$ cat config.mk
export PLATFORM = sky130hd
export DESIGN_NAME = wheel_speed_matching_pi_trim_unit_flat
export DESIGN_NICKNAME = d
export VERILOG_FILES = /design/src/rtl/wsm_pkg.sv /design/src/rtl/wsm_ifs.sv /design/src/rtl/wsm_div.sv /design/src/rtl/wheel_speed_matching_pi_trim_unit.sv /design/src/flat_wrapper.sv
export SDC_FILE = /design/constraint.sdc
export NUM_CORES = 1
export LEC_CHECK = 0
export ABC_AREA = 1
export BUFFER_PORTS_ARGS = -buffer_cell sky130_fd_sc_hd__buf_2
export CAP_MARGIN = 5
export CORE_MARGIN = 2
export CORE_UTILIZATION = 63
export DETAILED_ROUTE_END_ITERATION = 8
export PLACE_DENSITY = 0.77
export SETUP_SLACK_MARGIN = 0.15
export SYNTH_ARGS = -nofsm -noshare
export SYNTH_HDL_FRONTEND = slang
export SYNTH_SLANG_ARGS = --single-unit
$ cat constraint.sdc
create_clock -name clk -period 5 [get_ports clk]
set_clock_uncertainty 0.2 [all_clocks]
set_input_delay 1.5 -clock clk [delete_from_list [all_inputs] [get_ports clk]]
set_output_delay 1.5 -clock clk [all_outputs]
set_load 0.02 [all_outputs]
$ cat src/rtl/wsm_pkg.sv
`timescale 1ns / 1ps

package wsm_pkg;

    // Field widths of the sample, result and configuration words.
    localparam int DELTA_W   = 16;
    localparam int DUTY_W    = 8;
    localparam int ERR_W     = 17;
    localparam int TRIM_W    = 8;
    localparam int DB_W      = 15;
    localparam int DIVR_W    = 16;
    localparam int TLIM_W    = 7;
    localparam int CFG_IDX_W = 3;
    localparam int CFG_DAT_W = 16;

    // Divider operand widths: magnitudes of 17 bit signed values.
    localparam int MAG_W = ERR_W;
    localparam int CNT_W = $clog2(MAG_W + 1);

    // Configuration register indexes.
    localparam logic [CFG_IDX_W-1:0] REG_DEADBAND  = 3'd0;
    localparam logic [CFG_IDX_W-1:0] REG_PROP_DIV  = 3'd1;
    localparam logic [CFG_IDX_W-1:0] REG_INT_DIV   = 3'd2;
    localparam logic [CFG_IDX_W-1:0] REG_INT_LIMIT = 3'd3;
    localparam logic [CFG_IDX_W-1:0] REG_TRIM_LIM  = 3'd4;
    localparam logic [CFG_IDX_W-1:0] REG_FLOOR     = 3'd5;
    localparam logic [CFG_IDX_W-1:0] REG_CEILING   = 3'd6;

    // Request into the shared divider.
    typedef struct packed {
        logic              start;
        logic [MAG_W-1:0]  dividend;
        logic [DIVR_W-1:0] divisor;
    } div_req_t;

    // Status out of the shared divider.
    typedef struct packed {
        logic             busy;
        logic             done;
        logic [MAG_W-1:0] quotient;
    } div_sts_t;

    // Magnitude of a signed value as an unsigned word of the same width.
    function automatic logic [MAG_W-1:0] mag_of(input logic [MAG_W-1:0] v);
        logic [MAG_W-1:0] r;
        r = v[MAG_W-1] ? (~v + MAG_W'(1)) : v;
        return r;
    endfunction

    // Gives a quotient magnitude its sign back.
    function automatic logic [MAG_W-1:0] with_sign(input logic [MAG_W-1:0] q,
                                                  input logic neg);
        logic [MAG_W-1:0] r;
        r = neg ? (~q + MAG_W'(1)) : q;
        return r;
    endfunction

endpackage

$ cat src/rtl/wsm_ifs.sv
`timescale 1ns / 1ps

interface wsm_sample_if;
    import wsm_pkg::*;
    logic                      valid;
    logic                      ready;
    logic signed [DELTA_W-1:0] left_delta;
    logic signed [DELTA_W-1:0] right_delta;
    logic [DUTY_W-1:0]         requested_left;
    logic [DUTY_W-1:0]         requested_right;

    modport source (output valid, left_delta, right_delta, requested_left,
                    requested_right, input ready);
    modport sink (input valid, left_delta, right_delta, requested_left,
                  requested_right, output ready);
endinterface

interface wsm_result_if;
    import wsm_pkg::*;
    logic                     valid;
    logic                     ready;
    logic signed [ERR_W-1:0]  speed_error;
    logic signed [TRIM_W-1:0] duty_trim;
    logic [DUTY_W-1:0]        left_duty;
    logic [DUTY_W-1:0]        right_duty;

    modport source (output valid, speed_error, duty_trim, left_duty, right_duty,
                    input ready);
    modport sink (input valid, speed_error, duty_trim, left_duty, right_duty,
                  output ready);
endinterface

interface wsm_cfg_if;
    import wsm_pkg::*;
    logic                 valid;
    logic                 ready;
    logic [CFG_IDX_W-1:0] index;
    logic [CFG_DAT_W-1:0] data;

    modport source (output valid, index, data, input ready);
    modport sink (input valid, index, data, output ready);
endinterface

$ cat src/rtl/wsm_div.sv
`timescale 1ns / 1ps

// Restoring divider on unsigned magnitudes, one quotient bit per cycle.
module wsm_div (
    input  logic              clk,
    input  logic              rst_n,
    input  wsm_pkg::div_req_t req,
    output wsm_pkg::div_sts_t sts
);
    import wsm_pkg::*;

    logic [MAG_W-1:0]  quo_reg;
    logic [DIVR_W-1:0] rem_reg;
    logic [DIVR_W-1:0] div_reg;
    logic [CNT_W-1:0]  cnt_reg;
    logic              busy_reg;
    logic              done_reg;

    logic [DIVR_W:0]   shifted;
    logic [DIVR_W:0]   diff;
    logic              fits;
    logic [DIVR_W-1:0] rem_next;

    // The remainder stays below the divisor, so the shifted value fits 17 bits.
    assign shifted  = {rem_reg, quo_reg[MAG_W-1]};
    assign fits     = shifted >= {1'b0, div_reg};
    assign diff     = shifted - {1'b0, div_reg};
    assign rem_next = fits ? diff[DIVR_W-1:0] : shifted[DIVR_W-1:0];

    always_ff @(posedge clk or negedge rst_n) begin
        if (!rst_n)
        begin
            busy_reg <= 1'b0;
            done_reg <= 1'b0;
            cnt_reg  <= '0;
            quo_reg  <= '0;
            rem_reg  <= '0;
            div_reg  <= '0;
        end
        else if (req.start)
        begin
            quo_reg  <= req.dividend;
            rem_reg  <= '0;
            div_reg  <= req.divisor;
            cnt_reg  <= CNT_W'(MAG_W);
            busy_reg <= 1'b1;
            done_reg <= 1'b0;
        end
        else if (busy_reg)
        begin
            quo_reg <= {quo_reg[MAG_W-2:0], fits};
            rem_reg <= rem_next;
            cnt_reg <= cnt_reg - CNT_W'(1);
            if (cnt_reg == CNT_W'(1))
            begin
                busy_reg <= 1'b0;
                done_reg <= 1'b1;
            end
        end
        else
        begin
            done_reg <= 1'b0;
        end
    end

    assign sts.busy     = busy_reg;
    assign sts.done     = done_reg;
    assign sts.quotient = quo_reg;

endmodule

$ cat src/rtl/wheel_speed_matching_pi_trim_unit.sv
`timescale 1ns / 1ps

// Channel | Dir | Word
// --------+-----+---------------------------------------------------------------
// sample  | in  | left_delta, right_delta, requested_left, requested_right
// result  | out | speed_error, duty_trim, left_duty, right_duty
// cfg     | in  | index, data (register write, always ready)
//
// A sample word is taken only while the sequencer is idle, so a new word waits
// until the last one is through; the sequencer returns to idle at the edge that
// registers the result word. The proportional term and then the integral term
// each take a pass through the shared radix-2 divider.
// Reset clears the sequencer, the leaky integral, the trim and the registers to
// their defaults. A result word that is not taken holds the sequencer in its
// last step; the next sample word is still taken while the result waits.

module wheel_speed_matching_pi_trim_unit (
    input  logic  clk,
    input  logic  rst_n,
    wsm_sample_if.sink   sample,
    wsm_result_if.source result,
    wsm_cfg_if.sink      cfg
);
    import wsm_pkg::*;

    typedef enum logic [2:0] {
        S_IDLE,
        S_ERR,
        S_LEAK,
        S_INT,
        S_DIVP,
        S_DIVI,
        S_TRIM,
        S_DUTY
    } state_t;

    state_t state_reg;

    // Configuration registers.
    logic [DB_W-1:0]   db_reg;
    logic [DIVR_W-1:0] pdiv_reg;
    logic [DIVR_W-1:0] idiv_reg;
    logic [DIVR_W-1:0] ilim_reg;
    logic [TLIM_W-1:0] tlim_reg;
    logic [DUTY_W-1:0] floor_reg;
    logic [DUTY_W-1:0] ceil_reg;

    // Latched sample word.
    logic [DELTA_W-1:0] left_reg;
    logic [DELTA_W-1:0] right_reg;
    logic [DUTY_W-1:0]  req_l_reg;
    logic [DUTY_W-1:0]  req_r_reg;

    // Working values and controller state.
    logic [ERR_W-1:0]  err_reg;
    logic [ERR_W-1:0]  scaled_reg;
    logic [ERR_W-1:0]  leaky_reg;
    logic [MAG_W-1:0]  qp_reg;
    logic [MAG_W-1:0]  qi_reg;
    logic [TRIM_W-1:0] trim_reg;

    // Result word registers.
    logic              out_valid_reg;
    logic [ERR_W-1:0]  out_err_reg;
    logic [TRIM_W-1:0] out_trim_reg;
    logic [DUTY_W-1:0] out_left_reg;
    logic [DUTY_W-1:0] out_right_reg;

    div_req_t div_req;
    div_sts_t div_sts;

    wsm_div u_div (
        .clk   (clk),
        .rst_n (rst_n),
        .req   (div_req),
        .sts   (div_sts)
    );

    logic sample_acc;
    logic cfg_acc;
    logic out_free;
    logic out_load;

    assign sample.ready = (state_reg == S_IDLE);
    assign cfg.ready    = 1'b1;
    assign sample_acc   = sample.valid && sample.ready;
    assign cfg_acc      = cfg.valid && cfg.ready;
    assign out_free     = !out_valid_reg || result.ready;
    assign out_load     = (state_reg == S_DUTY) && out_free;

    // Speed error with the deadband applied.
    logic signed [ERR_W-1:0] diff_s;
    logic signed [ERR_W-1:0] db_s;
    logic [ERR_W-1:0]        err_next;

    assign diff_s   = $signed({left_reg[DELTA_W-1], left_reg})
                    - $signed({right_reg[DELTA_W-1], right_reg});
    assign db_s     = $signed({2'b00, db_reg});
    assign err_next = ((diff_s >= -db_s) && (diff_s <= db_s)) ? '0 : diff_s;

    // Leak: integral*7/8 with truncation toward zero, via 8x - x and a bias of 7
    // on negative values before the arithmetic shift.
    logic signed [ERR_W+2:0] leak_ext;
    logic signed [ERR_W+2:0] leak_x7;
    logic signed [ERR_W+2:0] leak_biased;
    logic [ERR_W-1:0]        scaled_next;

    assign leak_ext    = $signed({{3{leaky_reg[ERR_W-1]}}, leaky_reg});
    assign leak_x7     = (leak_ext <<< 3) - leak_ext;
    assign leak_biased = leak_x7[ERR_W+2] ? (leak_x7 + (ERR_W+3)'(7)) : leak_x7;
    assign scaled_next = leak_biased[ERR_W+2:3];

    // New integral, clamped to the symmetric limit.
    logic signed [ERR_W:0] int_sum;
    logic signed [ERR_W:0] ilim_s;
    logic signed [ERR_W:0] int_clamped;

    assign int_sum = $signed({scaled_reg[ERR_W-1], scaled_reg})
                   + $signed({err_reg[ERR_W-1], err_reg});
    assign ilim_s  = $signed({2'b00, ilim_reg});

    always_comb
    begin
        if (int_sum < -ilim_s)
        begin
            int_clamped = -ilim_s;
        end
        else if (int_sum > ilim_s)
        begin
            int_clamped = ilim_s;
        end
        else
        begin
            int_clamped = int_sum;
        end
    end

    // Trim: sum of the two quotients, clamped to the trim limit.
    logic signed [MAG_W:0] corr;
    logic signed [MAG_W:0] tlim_s;
    logic signed [MAG_W:0] trim_clamped;

    assign corr   = $signed({qp_reg[MAG_W-1], qp_reg}) + $signed({qi_reg[MAG_W-1], qi_reg});
    assign tlim_s = $signed({{(MAG_W+1-TLIM_W){1'b0}}, tlim_reg});

    always_comb
    begin
        if (corr < -tlim_s)
        begin
            trim_clamped = -tlim_s;
        end
        else if (corr > tlim_s)
        begin
            trim_clamped = tlim_s;
        end
        else
        begin
            trim_clamped = corr;
        end
    end

    // Duties. The floor is tested before the ceiling.
    localparam int DW = DUTY_W + 2;

    logic signed [DW-1:0] trim_w;
    logic signed [DW-1:0] floor_w;
    logic signed [DW-1:0] ceil_w;
    logic signed [DW-1:0] dl_raw;
    logic signed [DW-1:0] dr_raw;
    logic [DUTY_W-1:0]    dl_next;
    logic [DUTY_W-1:0]    dr_next;

    assign trim_w  = $signed({{(DW-TRIM_W){trim_reg[TRIM_W-1]}}, trim_reg});
    assign floor_w = $signed({2'b00, floor_reg});
    assign ceil_w  = $signed({2'b00, ceil_reg});
    assign dl_raw  = $signed({2'b00, req_l_reg}) - trim_w;
    assign dr_raw  = $signed({2'b00, req_r_reg}) + trim_w;

    always_comb
    begin
        if (dl_raw < floor_w)
        begin
            dl_next = floor_reg;
        end
        else if (dl_raw > ceil_w)
        begin
            dl_next = ceil_reg;
        end
        else
        begin
            dl_next = dl_raw[DUTY_W-1:0];
        end

        if (dr_raw < floor_w)
        begin
            dr_next = floor_reg;
        end
        else if (dr_raw > ceil_w)
        begin
            dr_next = ceil_reg;
        end
        else
        begin
            dr_next = dr_raw[DUTY_W-1:0];
        end
    end

    // The proportional division starts as the integral is written; the integral
    // division starts in the cycle the first quotient comes back.
    always_comb
    begin
        div_req.start    = (state_reg == S_INT) || ((state_reg == S_DIVP) && div_sts.done);
        div_req.dividend = (state_reg == S_INT) ? mag_of(err_reg) : mag_of(leaky_reg);
        div_req.divisor  = (state_reg == S_INT) ? pdiv_reg : idiv_reg;
    end

    always_ff @(posedge clk or negedge rst_n) begin
        if (!rst_n)
        begin
            state_reg     <= S_IDLE;
            db_reg        <= '0;
            pdiv_reg      <= DIVR_W'(1);
            idiv_reg      <= DIVR_W'(1);
            ilim_reg      <= DIVR_W'(1);
            tlim_reg      <= '0;
            floor_reg     <= '0;
            ceil_reg      <= '1;
            leaky_reg     <= '0;
            trim_reg      <= '0;
            out_valid_reg <= 1'b0;
            left_reg      <= '0;
            right_reg     <= '0;
            req_l_reg     <= '0;
            req_r_reg     <= '0;
            err_reg       <= '0;
            scaled_reg    <= '0;
            qp_reg        <= '0;
            qi_reg        <= '0;
            out_err_reg   <= '0;
            out_trim_reg  <= '0;
            out_left_reg  <= '0;
            out_right_reg <= '0;
        end
        else
        begin
            // A zero divisor or integral limit is stored as one.
            if (cfg_acc)
            begin
                case (cfg.index)
                    REG_DEADBAND:  db_reg    <= cfg.data[DB_W-1:0];
                    REG_PROP_DIV:  pdiv_reg  <= (cfg.data == '0) ? DIVR_W'(1) : cfg.data;
                    REG_INT_DIV:   idiv_reg  <= (cfg.data == '0) ? DIVR_W'(1) : cfg.data;
                    REG_INT_LIMIT: ilim_reg  <= (cfg.data == '0) ? DIVR_W'(1) : cfg.data;
                    REG_TRIM_LIM:  tlim_reg  <= cfg.data[TLIM_W-1:0];
                    REG_FLOOR:     floor_reg <= cfg.data[DUTY_W-1:0];
                    REG_CEILING:   ceil_reg  <= cfg.data[DUTY_W-1:0];
                    default:       ;
                endcase
            end

            // A new result word replaces one that is taken in the same cycle.
            if (out_load)
            begin
                out_valid_reg <= 1'b1;
            end
            else if (result.ready)
            begin
                out_valid_reg <= 1'b0;
            end

            case (state_reg)
                S_IDLE:
                begin
                    if (sample_acc)
                    begin
                        left_reg  <= sample.left_delta;
                        right_reg <= sample.right_delta;
                        req_l_reg <= sample.requested_left;
                        req_r_reg <= sample.requested_right;
                        state_reg <= S_ERR;
                    end
                end
                S_ERR:
                begin
                    err_reg   <= err_next;
                    state_reg <= S_LEAK;
                end
                S_LEAK:
                begin
                    scaled_reg <= scaled_next;
                    state_reg  <= S_INT;
                end
                S_INT:
                begin
                    leaky_reg <= int_clamped[ERR_W-1:0];
                    state_reg <= S_DIVP;
                end
                S_DIVP:
                begin
                    if (div_sts.done)
                    begin
                        qp_reg    <= with_sign(div_sts.quotient, err_reg[ERR_W-1]);
                        state_reg <= S_DIVI;
                    end
                end
                S_DIVI:
                begin
                    if (div_sts.done)
                    begin
                        qi_reg    <= with_sign(div_sts.quotient, leaky_reg[ERR_W-1]);
                        state_reg <= S_TRIM;
                    end
                end
                S_TRIM:
                begin
                    trim_reg  <= trim_clamped[TRIM_W-1:0];
                    state_reg <= S_DUTY;
                end
                S_DUTY:
                begin
                    if (out_free)
                    begin
                        out_err_reg   <= err_reg;
                        out_trim_reg  <= trim_reg;
                        out_left_reg  <= dl_next;
                        out_right_reg <= dr_next;
                        state_reg     <= S_IDLE;
                    end
                end
                default:
                begin
                    state_reg <= S_IDLE;
                end
            endcase
        end
    end

    assign result.valid       = out_valid_reg;
    assign result.speed_error = out_err_reg;
    assign result.duty_trim   = out_trim_reg;
    assign result.left_duty   = out_left_reg;
    assign result.right_duty  = out_right_reg;

    // Quotients only come back while the sequencer waits for them.
    a_div_done_in_wait: assert property (@(posedge clk) disable iff (!rst_n)
        div_sts.done |-> (state_reg == S_DIVP || state_reg == S_DIVI))
        else $error("divider finished outside a wait step");

    // The divider is never restarted while it is still working.
    a_div_start_idle: assert property (@(posedge clk) disable iff (!rst_n)
        div_req.start |-> !div_sts.busy)
        else $error("divider restarted while busy");

    // A result word only appears after the duty step.
    a_result_from_duty: assert property (@(posedge clk) disable iff (!rst_n)
        $rose(out_valid_reg) |-> $past(state_reg == S_DUTY))
        else $error("result word raised outside the duty step");

    // The trim never reaches the most negative 8 bit code.
    a_trim_range: assert property (@(posedge clk) disable iff (!rst_n)
        out_valid_reg |-> (out_trim_reg != {1'b1, {(TRIM_W-1){1'b0}}}))
        else $error("trim outside its symmetric range");

endmodule

$ cat src/flat_wrapper.sv
// flat-port wrapper written by rule: the top's interface ports become plain ports
module wheel_speed_matching_pi_trim_unit_flat import wsm_pkg::*;
  (clk, rst_n, sample_valid, sample_left_delta, sample_right_delta, sample_requested_left, sample_requested_right, sample_ready, result_valid, result_speed_error, result_duty_trim, result_left_duty, result_right_duty, result_ready, cfg_valid, cfg_index, cfg_data, cfg_ready);
  wsm_sample_if sample_i ();
  wsm_result_if result_i ();
  wsm_cfg_if cfg_i ();
  input  logic clk;
  input  logic rst_n;
  input wire logic [$bits(sample_i.valid)-1:0] sample_valid;
  input wire logic [$bits(sample_i.left_delta)-1:0] sample_left_delta;
  input wire logic [$bits(sample_i.right_delta)-1:0] sample_right_delta;
  input wire logic [$bits(sample_i.requested_left)-1:0] sample_requested_left;
  input wire logic [$bits(sample_i.requested_right)-1:0] sample_requested_right;
  output wire logic [$bits(sample_i.ready)-1:0] sample_ready;
  output wire logic [$bits(result_i.valid)-1:0] result_valid;
  output wire logic [$bits(result_i.speed_error)-1:0] result_speed_error;
  output wire logic [$bits(result_i.duty_trim)-1:0] result_duty_trim;
  output wire logic [$bits(result_i.left_duty)-1:0] result_left_duty;
  output wire logic [$bits(result_i.right_duty)-1:0] result_right_duty;
  input wire logic [$bits(result_i.ready)-1:0] result_ready;
  input wire logic [$bits(cfg_i.valid)-1:0] cfg_valid;
  input wire logic [$bits(cfg_i.index)-1:0] cfg_index;
  input wire logic [$bits(cfg_i.data)-1:0] cfg_data;
  output wire logic [$bits(cfg_i.ready)-1:0] cfg_ready;
  assign sample_i.valid = sample_valid;
  assign sample_i.left_delta = sample_left_delta;
  assign sample_i.right_delta = sample_right_delta;
  assign sample_i.requested_left = sample_requested_left;
  assign sample_i.requested_right = sample_requested_right;
  assign sample_ready = sample_i.ready;
  assign result_valid = result_i.valid;
  assign result_speed_error = result_i.speed_error;
  assign result_duty_trim = result_i.duty_trim;
  assign result_left_duty = result_i.left_duty;
  assign result_right_duty = result_i.right_duty;
  assign result_i.ready = result_ready;
  assign cfg_i.valid = cfg_valid;
  assign cfg_i.index = cfg_index;
  assign cfg_i.data = cfg_data;
  assign cfg_ready = cfg_i.ready;
  wheel_speed_matching_pi_trim_unit u_core (.clk(clk), .rst_n(rst_n), .sample(sample_i), .result(result_i), .cfg(cfg_i));
endmodule
==> results of run 1 <==
-- final timing paths --
path                                              start                        to  slack [ns]  cells past startpoint
min in group asynchronous                         rst_n          u_core.qi_reg[6]        0.85                      1
max in group asynchronous                         rst_n  u_core.u_div.rem_reg[13]        2.89                      2
worst max-delay path                   u_core.qi_reg[2]        u_core.trim_reg[7]        0.75                     22
worst min-delay path            u_core.u_div.cnt_reg[3]   u_core.u_div.cnt_reg[3]        0.27                      1
worst min register to register  u_core.u_div.cnt_reg[3]   u_core.u_div.cnt_reg[3]        0.27                      1
worst max register to register         u_core.qi_reg[2]        u_core.trim_reg[7]        0.75                     22
-- cell families (layout without fill, tap and decap cells) --
group           after synthesis  count (layout)  share of synthesized area [%]
mux                          31              31                           1.42
simple gates               1473            1473                           25.9
xor+xnor                    110             110                           4.09
other cells                   1               1                         0.0154
buf+inv                     514             633                           8.27
flops                       328             328                           33.7
compound gates              633             633                           14.4
fa+ha+maj                   233             233                           12.1
-- synthesized netlist by cell type (9+ instances only) --
library cell / number / share of area, %
dfstp_2: 11 / 1.2
xnor2_1: 22 / 0.79
clkbuf_1: 59 / 0.91
dfrtp_1: 317 / 33
mux2_2: 29 / 1.3
nand3_1: 192 / 3.9
nand2_1: 854 / 13
nor2_1: 237 / 3.6
o221ai_1: 14 / 0.50
o21ai_1: 11 / 0.23
ha_1: 227 / 12
xor2_1: 85 / 3.1
nand4_1: 52 / 1.3
o211ai_1: 9 / 0.28
nand2_2: 29 / 0.74
nor2_2: 17 / 0.44
a21oi_1: 239 / 4.9
nor3_1: 47 / 0.96
inv_1: 413 / 6.4
a31oi_1: 26 / 0.67
o21ai_0: 255 / 5.2
o21bai_1: 15 / 0.46
o21a_1: 14 / 0.43
nand3_2: 10 / 0.41
buf_2: 14 / 0.29
-- stage by stage --
stage | std cells | setup slack [ns] | utilization, % | hold WS (ns)
6_report | 3960 | 0.749 | 69.2 | 0.270
5_1_grt | 3960 | 0.343 | 69.2 | 0.300
4_1_cts | 3960 | 0.843 | 69.2 | 0.268
3_5_place_dp | 3892 | 0.854 | 66.1 | 0.258
3_3_place_gp | 3892 | 0.974 | 66.1 | 0.251
2_1_floorplan | 3323 | 1.35 | - | 0.234
-- per-layer routing --
metal  wire length (um)  share of wire (%)  up-vias  track usage [%]
met5                  0                  0        -                0
met4               2230                3.3        0             12.2
met3               3940                5.8      141             4.29
met2              32200                 47      755             56.8
met1              30000                 44    10800             45.8
li1                   -                  -    11100                -
-- cell type report --
type                       count  area share [%]
multi-input combinational   2481            53.1
sequential                   328            30.9
inverter                     427            6.02
clock buffer                  59            4.21
timing repair buffer         138            3.00
tap                          518            2.43
clock inverter                 9           0.301
==> results.md, run 1 <==
Run status:
- The flow ran to the end, but the final reports show violations.
- The checks that failed: design-rule violations.

Routing:
- In the routed layout, each cell is associated on average with a via count of 5.76.
- The total length of routed wires is 68.4 mm.
- The first TritonRoute pass finished after 9 iterations.
- For this run, design rule violations remaining after detail routing come to 1.
- The wire length per cell is 17.3 um.
- The remaining number of nets flagged by the antenna check after routing is 0.
- The detailed router finished its first iteration with 1,808 violations.
- The total vias in the final route is 22,800.

Layout:
- In the layout the commonest cells are nand2_1, inv_1, dfrtp_1, o21ai_0, a21oi_1.
- The number of fill cells in the layout is 3,300.
- The number of antenna diodes in the final layout is 0.
- Across the whole layout, storage elements account for 8220 um^2.
- The most frequent standard cell in the layout excluding fill and tap cells is nand2_1.
- After routing the design area is 26,600 um^2.
- From synthesis to final layout, the design area changed by 9.17%.
- Cells with a size suffix above 1 make up 9.76% of the layout.
- The total area of multi-input combinational cells is 14,100 um^2.
- The layout net count is 3,718.

Worst setup path:
- The kind of capture point of the worst setup path is a flop.
- STA classifies the critical path startpoint as a flop.
- In this design, the largest share of critical-path delay is due to simple AND/OR/NAND/NOR gates.
- In this run the worst path has a maximum fanout of 10.
- On the critical path, the stage with the largest delay is an instance of dfrtp_1.
- Walking the worst path, the cells encountered are ha_1 -> nand2_1 -> nand3_2 -> nand2_1 -> nand2_2 -> nand2_1 -> nand2_2 -> a21oi_4 -> xor2_4 -> inv_1 -> ha_1 -> nand2_1 -> inv_1 -> nand3_1 -> nor2_1 -> o2111ai_1 -> a31o_2 -> nand2_2 -> clkinv_1 -> nor2_1 -> nor2_1 -> a21oi_1.
- STA puts the critical path data arrival time at 4.53 ns.
- In this design, the stage delay of the slowest critical-path cell is 0.38 ns.
- The count of buffering cells on the critical path with inverters included is 3.
- The start-to-end type of the worst setup path is reg -> reg.
- The most repeated library cell on the critical path is nand2_1.
- Data on the critical path is required at its endpoint by 5.28 ns.

Global routing:
- The initial antenna violation count is 0.
- The via count of the first global-routing pass is 21,700.
- The all-layer global routing usage is 34.0%.
- The sum of overflow across all layers after global routing is 0.
- The largest net degree at the start of global routing is 110.
- The wire length of the first global-routing pass is 111 mm.

Synth:
- The fraction of synthesis flops using an asynchronous set or reset pin is 100%.
- The synthesized design contains 328 register bits.
- The count of yosys warnings during synthesis is 0.
- The average cell area after synthesis is 7.34 um^2.
- The distinct cell type count of the synthesized netlist is 70.
- The post-synthesis instance total is 3,323.
- The most common flop cell mapped by yosys is dfrtp_1.
- The proportion of synthesized chip area in sequential cells is 33.7%.
- In this run, synthesis inferred 0 flip-flops with an integrated enable.
- The post-synthesis cell area is 24,400 um^2.
- Counting every net in the synthesized netlist gives 3,628.

Clocking:
- Buffers added to address setup during post-CTS repair amount to 0.
- The CTS buffer count is 37.
- Hold repair after CTS inserted 0 buffers.
- The insertion delay to the later sink of the worst-skew pair is 0.56 ns.
- The clock root buffer is clkbuf_16.
- The number of sinks handled by clock tree synthesis is 328.
- In this run the number of H-tree levels came out at 2.
- The TritonCTS clock tree is built.
- Gates resized during post-CTS repair numbered 0.
- The buffer depth of the longest clock path is 3.
- Clock-pin slew was measured on the worst setup and hold paths at 0.06 ns.

Floorplanning:
- During I/O placement, the number of pins put on the boundary was 116.
- The overall die area is 40,300 um^2.
- The height of the die is 201 um.
- The floorplan has 72 rows.
- After floorplanning, the core was sized to cover 38,500 um^2.
- The die is 201 um wide.
- The initial core utilization is 63.4%.

Flow run:
- The max-capacitance violation count is 0.

Placement:
- Routability-driven placement finished with a final weighted congestion of 1.01.
- Summed over all nets, the half-perimeter wirelength after detailed placement is 52.9 mm.
- The count of buffers inserted at the top-level ports is 114.
- In this run the cell area measured after placement is 25,400 um^2.

Timing:
- The final-report max-slew violation count is 0.
- The normalized max-slew margin is 20.1%.
- Setup repair after global routing left no endpoint under its margin.
- The number of endpoints with negative hold slack in the final report was 0.
- The final setup violation count is 0.
- The final critical-path share of the clock period is 85.0%.
- At the pin with the least slew margin, the transition time is 1.19 ns.
- The time the final worst path needs with I/O delays and setup is 4.25 ns.
- Derived from the worst setup path, the maximum achievable clock frequency is 235 MHz.
- After routing, the total negative slack on setup checks comes to 0 ns.

Hold path:
- The tightest min-delay check is of the reg -> reg type.
Power of run 1 is left out: the tool's default activity adds up to more than one toggle a clock period on the data nets, which glitch-free logic cannot reach.
==> run 2, diff against run 1 <==
- ABC_AREA: 1 -> unset
- BUFFER_PORTS_ARGS: -buffer_cell sky130_fd_sc_hd__buf_2 -> unset
- CORE_UTILIZATION: 63 -> 65
- DONT_BUFFER_PORTS: unset -> 1
- clock period: 5 -> 4.21 ns (I/O delays scaled with it)
==> run 2 against run 1 <==
The flow finishes with violations (negative setup slack). Register-to-register slack lost 0.94 ns. Critical path depth decreased by 4. First-iteration DRC count shrank 3.4%. Routed wire length shrank 2.5%. Sequential cell count unchanged. Worst hold slack got worse by 0.051 ns. Synthesized cell count decreased by 24%. Critical path type unchanged. Critical endpoint is now u_core.leaky_reg[0].
==> results.md, run 2 <==
Run status:
- The flow ran to the end, but the final reports show violations.
- The checks that failed: negative setup slack.

Synth:
- Sequential elements use 35.6% of the synthesized area.
- The distinct cell type count of the synthesized netlist is 88.
- Counting every net in the synthesized netlist gives 2,831.
- The fraction of synthesis flops using an asynchronous set or reset pin is 100%.
- The number of synthesized flops with an enable pin is 0.
- The mapped netlist covers 23,100 um^2.
- In this run, synthesis produced a sequential element count of 328.
- The share of the synthesized area in the top cell type is 34.4%.
- The average cell area after synthesis is 9.14 um^2.
- In the post-synthesis netlist, the biggest area contributors are dfrtp_1, ha_1, mux2_2, nand2_1, o21ai_0.
- By instance count, the leading cell after synthesis is nand2_1.
- In the synthesized netlist, the number of instances is 2,526.
- Of all cell types, the one taking the most synthesized area is dfrtp_1.
- The most common flop cell mapped by yosys is dfrtp_1.
- The commonest cells after synthesis are nand2_1, dfrtp_1, ha_1.
- During synthesis, Yosys emitted a total of 0 warnings.

Timing:
- The number of endpoints with negative hold slack in the final report was 0.
- The slew at the pin with the worst max-slew slack is 1.18 ns.
- The final-report max-slew violation count came to 0.
- Once routing completed, OpenROAD measured the worst setup slack at -0.190 ns.
- Measured against its own limit, the worst slew margin works out to 20.9%.
- Counting I/O delays and the setup requirement, the final critical path takes 4.40 ns.
- The final total negative setup slack is -2.48 ns.
- Timing would allow up to 227 MHz.
- Hold is met by 0.219 ns.
- Setup repair after global routing could not meet its margin everywhere.
- Of the available clock period, the critical path in the final layout requires 105%.
- The final setup violation count is 20.

Worst setup path:
- The largest driver fanout on the critical path is 4.
- The start-to-end type of the worst setup path is reg -> reg.
- The worst setup slack for register-to-register paths is -0.19 ns.
- At the worst endpoint, the required time is 4.45 ns.
- Counting cells, the worst reg-to-reg path comes to 18.
- The last element of the critical path is u_core.leaky_reg[0].
- The first element of the critical path is u_core.err_reg[0].
- The worst register-to-register path begins at u_core.err_reg[0].
- The kind of capture point of the worst setup path is a flop.
- Data on the critical path arrives at its endpoint at 4.64 ns.
- STA classifies the critical path startpoint as a flop.
- The critical register-to-register path endpoint is u_core.leaky_reg[0].

Placement:
- The final RePlAce weighted congestion is 0.942.
- The count of buffers added on input and output ports is 0.
- The worst setup slack after placement is -0.309 ns.
- The placed wire-length estimate is 47.0 mm.

Clocking:
- TritonCTS built the clock tree.
- The insertion delay to the later sink of the worst-skew pair is 0.57 ns.
- The number of clock buffers added by TritonCTS is 39.
- The clock drives 328 sinks.
- Clock-pin slew was measured on the worst setup and hold paths at 0.06 ns.
- The buffer depth of the longest clock path is 3.
- The H-tree was split into 2 levels.
- The clock root buffer is clkbuf_16.

Floorplanning:
- The height of the die is 192 um.
- During I/O placement, the number of pins put on the boundary was 116.
- The area inside the core boundary is 35,300 um^2.
- The die width is 192 um.
- The die covers 37,000 um^2.
- The initial core utilization is 65.4%.
- In this run the core area contains 69 standard-cell rows.

Routing:
- The number of search-and-repair iterations in the first detailed-routing pass is 6.
- Dividing the detail-routed wire length by the instance count gives 21.2 um.
- The total length of routed wires is 66.6 mm.
- After the first detailed-routing iteration, the DRC count stood at 1,747.
- The DRC violation count after routing is 0.
- In this run the remaining antenna-violating nets after routing total 0.
- The total vias in the final route is 19,800.
- The via density per instance is 6.31.

Layout:
- The net count of the finished layout is 2,953.
- The number of fill cells in the layout is 2,390.
- The area growth from synthesis to final layout is 17.5%.
- The top cell types in the final layout, fill and taps aside, are nand2_1, dfrtp_1, ha_1, inv_1, o21ai_0.
- The most frequent standard cell in the layout excluding fill and tap cells is nand2_1.
- The share of layout cells above drive strength 1 is 21.1%.

Flow run:
- The max-capacitance violation count is 0.

Global routing:
- The initial antenna violation count is 2.
- The first global-routing pass estimated 101 mm of wire.
- The via count of the first global-routing pass is 19,400.
- The sum of overflow across all layers after global routing is 0.
- The all-layer global routing usage is 35.0%.
- The largest net degree at the start of global routing is 329.

Hold path:
- The min-delay analysis places its worst path in the category in -> async.
-- run 2: cells by family after synthesis --
kind of cell               share of synthesized area [%]
AOI/OAI and AO/OA                                   17.8
other                                             0.0162
adders and majority gates                           12.9
muxes                                               7.91
buffers and inverters                               4.58
xor gates and xnor gates                            6.75
DFF                                                 35.6
and+or+nand+nor                                     14.5
-- run 2: layout make-up --
class / count / area, um^2 / area share, %
flip-flops and latches: 328 / 8220 / 30.3
clock buffers: 52 / 1110 / 4.11
inverters: 191 / 722 / 2.66
well taps: 461 / 577 / 2.13
repair buffers: 166 / 1340 / 4.94
multi-input cells: 1922 / 14900 / 54.9
clock inverters: 18 / 244 / 0.899
diodes: 2 / 5.00 / 0.0184
-- run 2: critical path, cell delays in order, from the launching register on --
cell and delay (ns):
dfrtp_1 0.39, ha_2 0.21, fa_2 0.34, a21o_1 0.19, a21oi_2 0.17, o21bai_1 0.10
a21o_1 0.20, o21a_1 0.21, a21o_1 0.19, a21oi_2 0.18, xnor2_2 0.11, buf_4 0.15
ha_4 0.24, nand4_1 0.12, o2111ai_2 0.24, nor3_1 0.08, a31o_2 0.30, o311a_1 0.37
a311o_1 0.27
-- run 2: routing by layer --
layer	global-route usage, %	routed length, um	vias to the layer above
met2	57.9	31600	672
met3	5.82	4260	205
met4	16.2	3170	0
met5	0	0	-
met1	45.0	27600	9687
li1	-	-	9258
-- run 2: how the worst min path moves through the flow --
| stage | startpoint | end | cells past startpoint |
|---|---|---|---|
| after floorplan | u_core.scaled_reg[3] | u_core.scaled_reg[3] | 2 |
| after global placement | u_core.pdiv_reg[13] | u_core.u_div.div_reg[13] | 2 |
| after detailed placement | u_core.pdiv_reg[4] | u_core.u_div.div_reg[4] | 2 |
| after CTS | rst_n | u_core.result.duty_trim[3] | 0 |
| after global routing | rst_n | u_core.qi_reg[13] | 0 |
| final | rst_n | u_core.qi_reg[16] | 0 |
-- run 2: timing repair --
item | in CTS | in global routing
setup buffers | 16 | 26
pin swaps | 71 | 64
hold buffers | 0 | 0
gates cloned | 2 | 0
resized for setup | 110 | 125
setup endpoints to repair | 58 | 62
-- run 2: stage by stage --
| step | area (um^2) | cells | utilization, % |
|---|---|---|---|
| 3_5_place_dp | 24400 | 3024 | 69.1 |
| 5_1_grt | 27100 | 3140 | 76.9 |
| 3_3_place_gp | 24400 | 3024 | 69.1 |
| 4_1_cts | 26300 | 3112 | 74.6 |
| 2_1_floorplan | 23200 | 2526 | - |
| 6_report | 27100 | 3140 | 76.9 |
Power of run 2 is left out for the same reason.
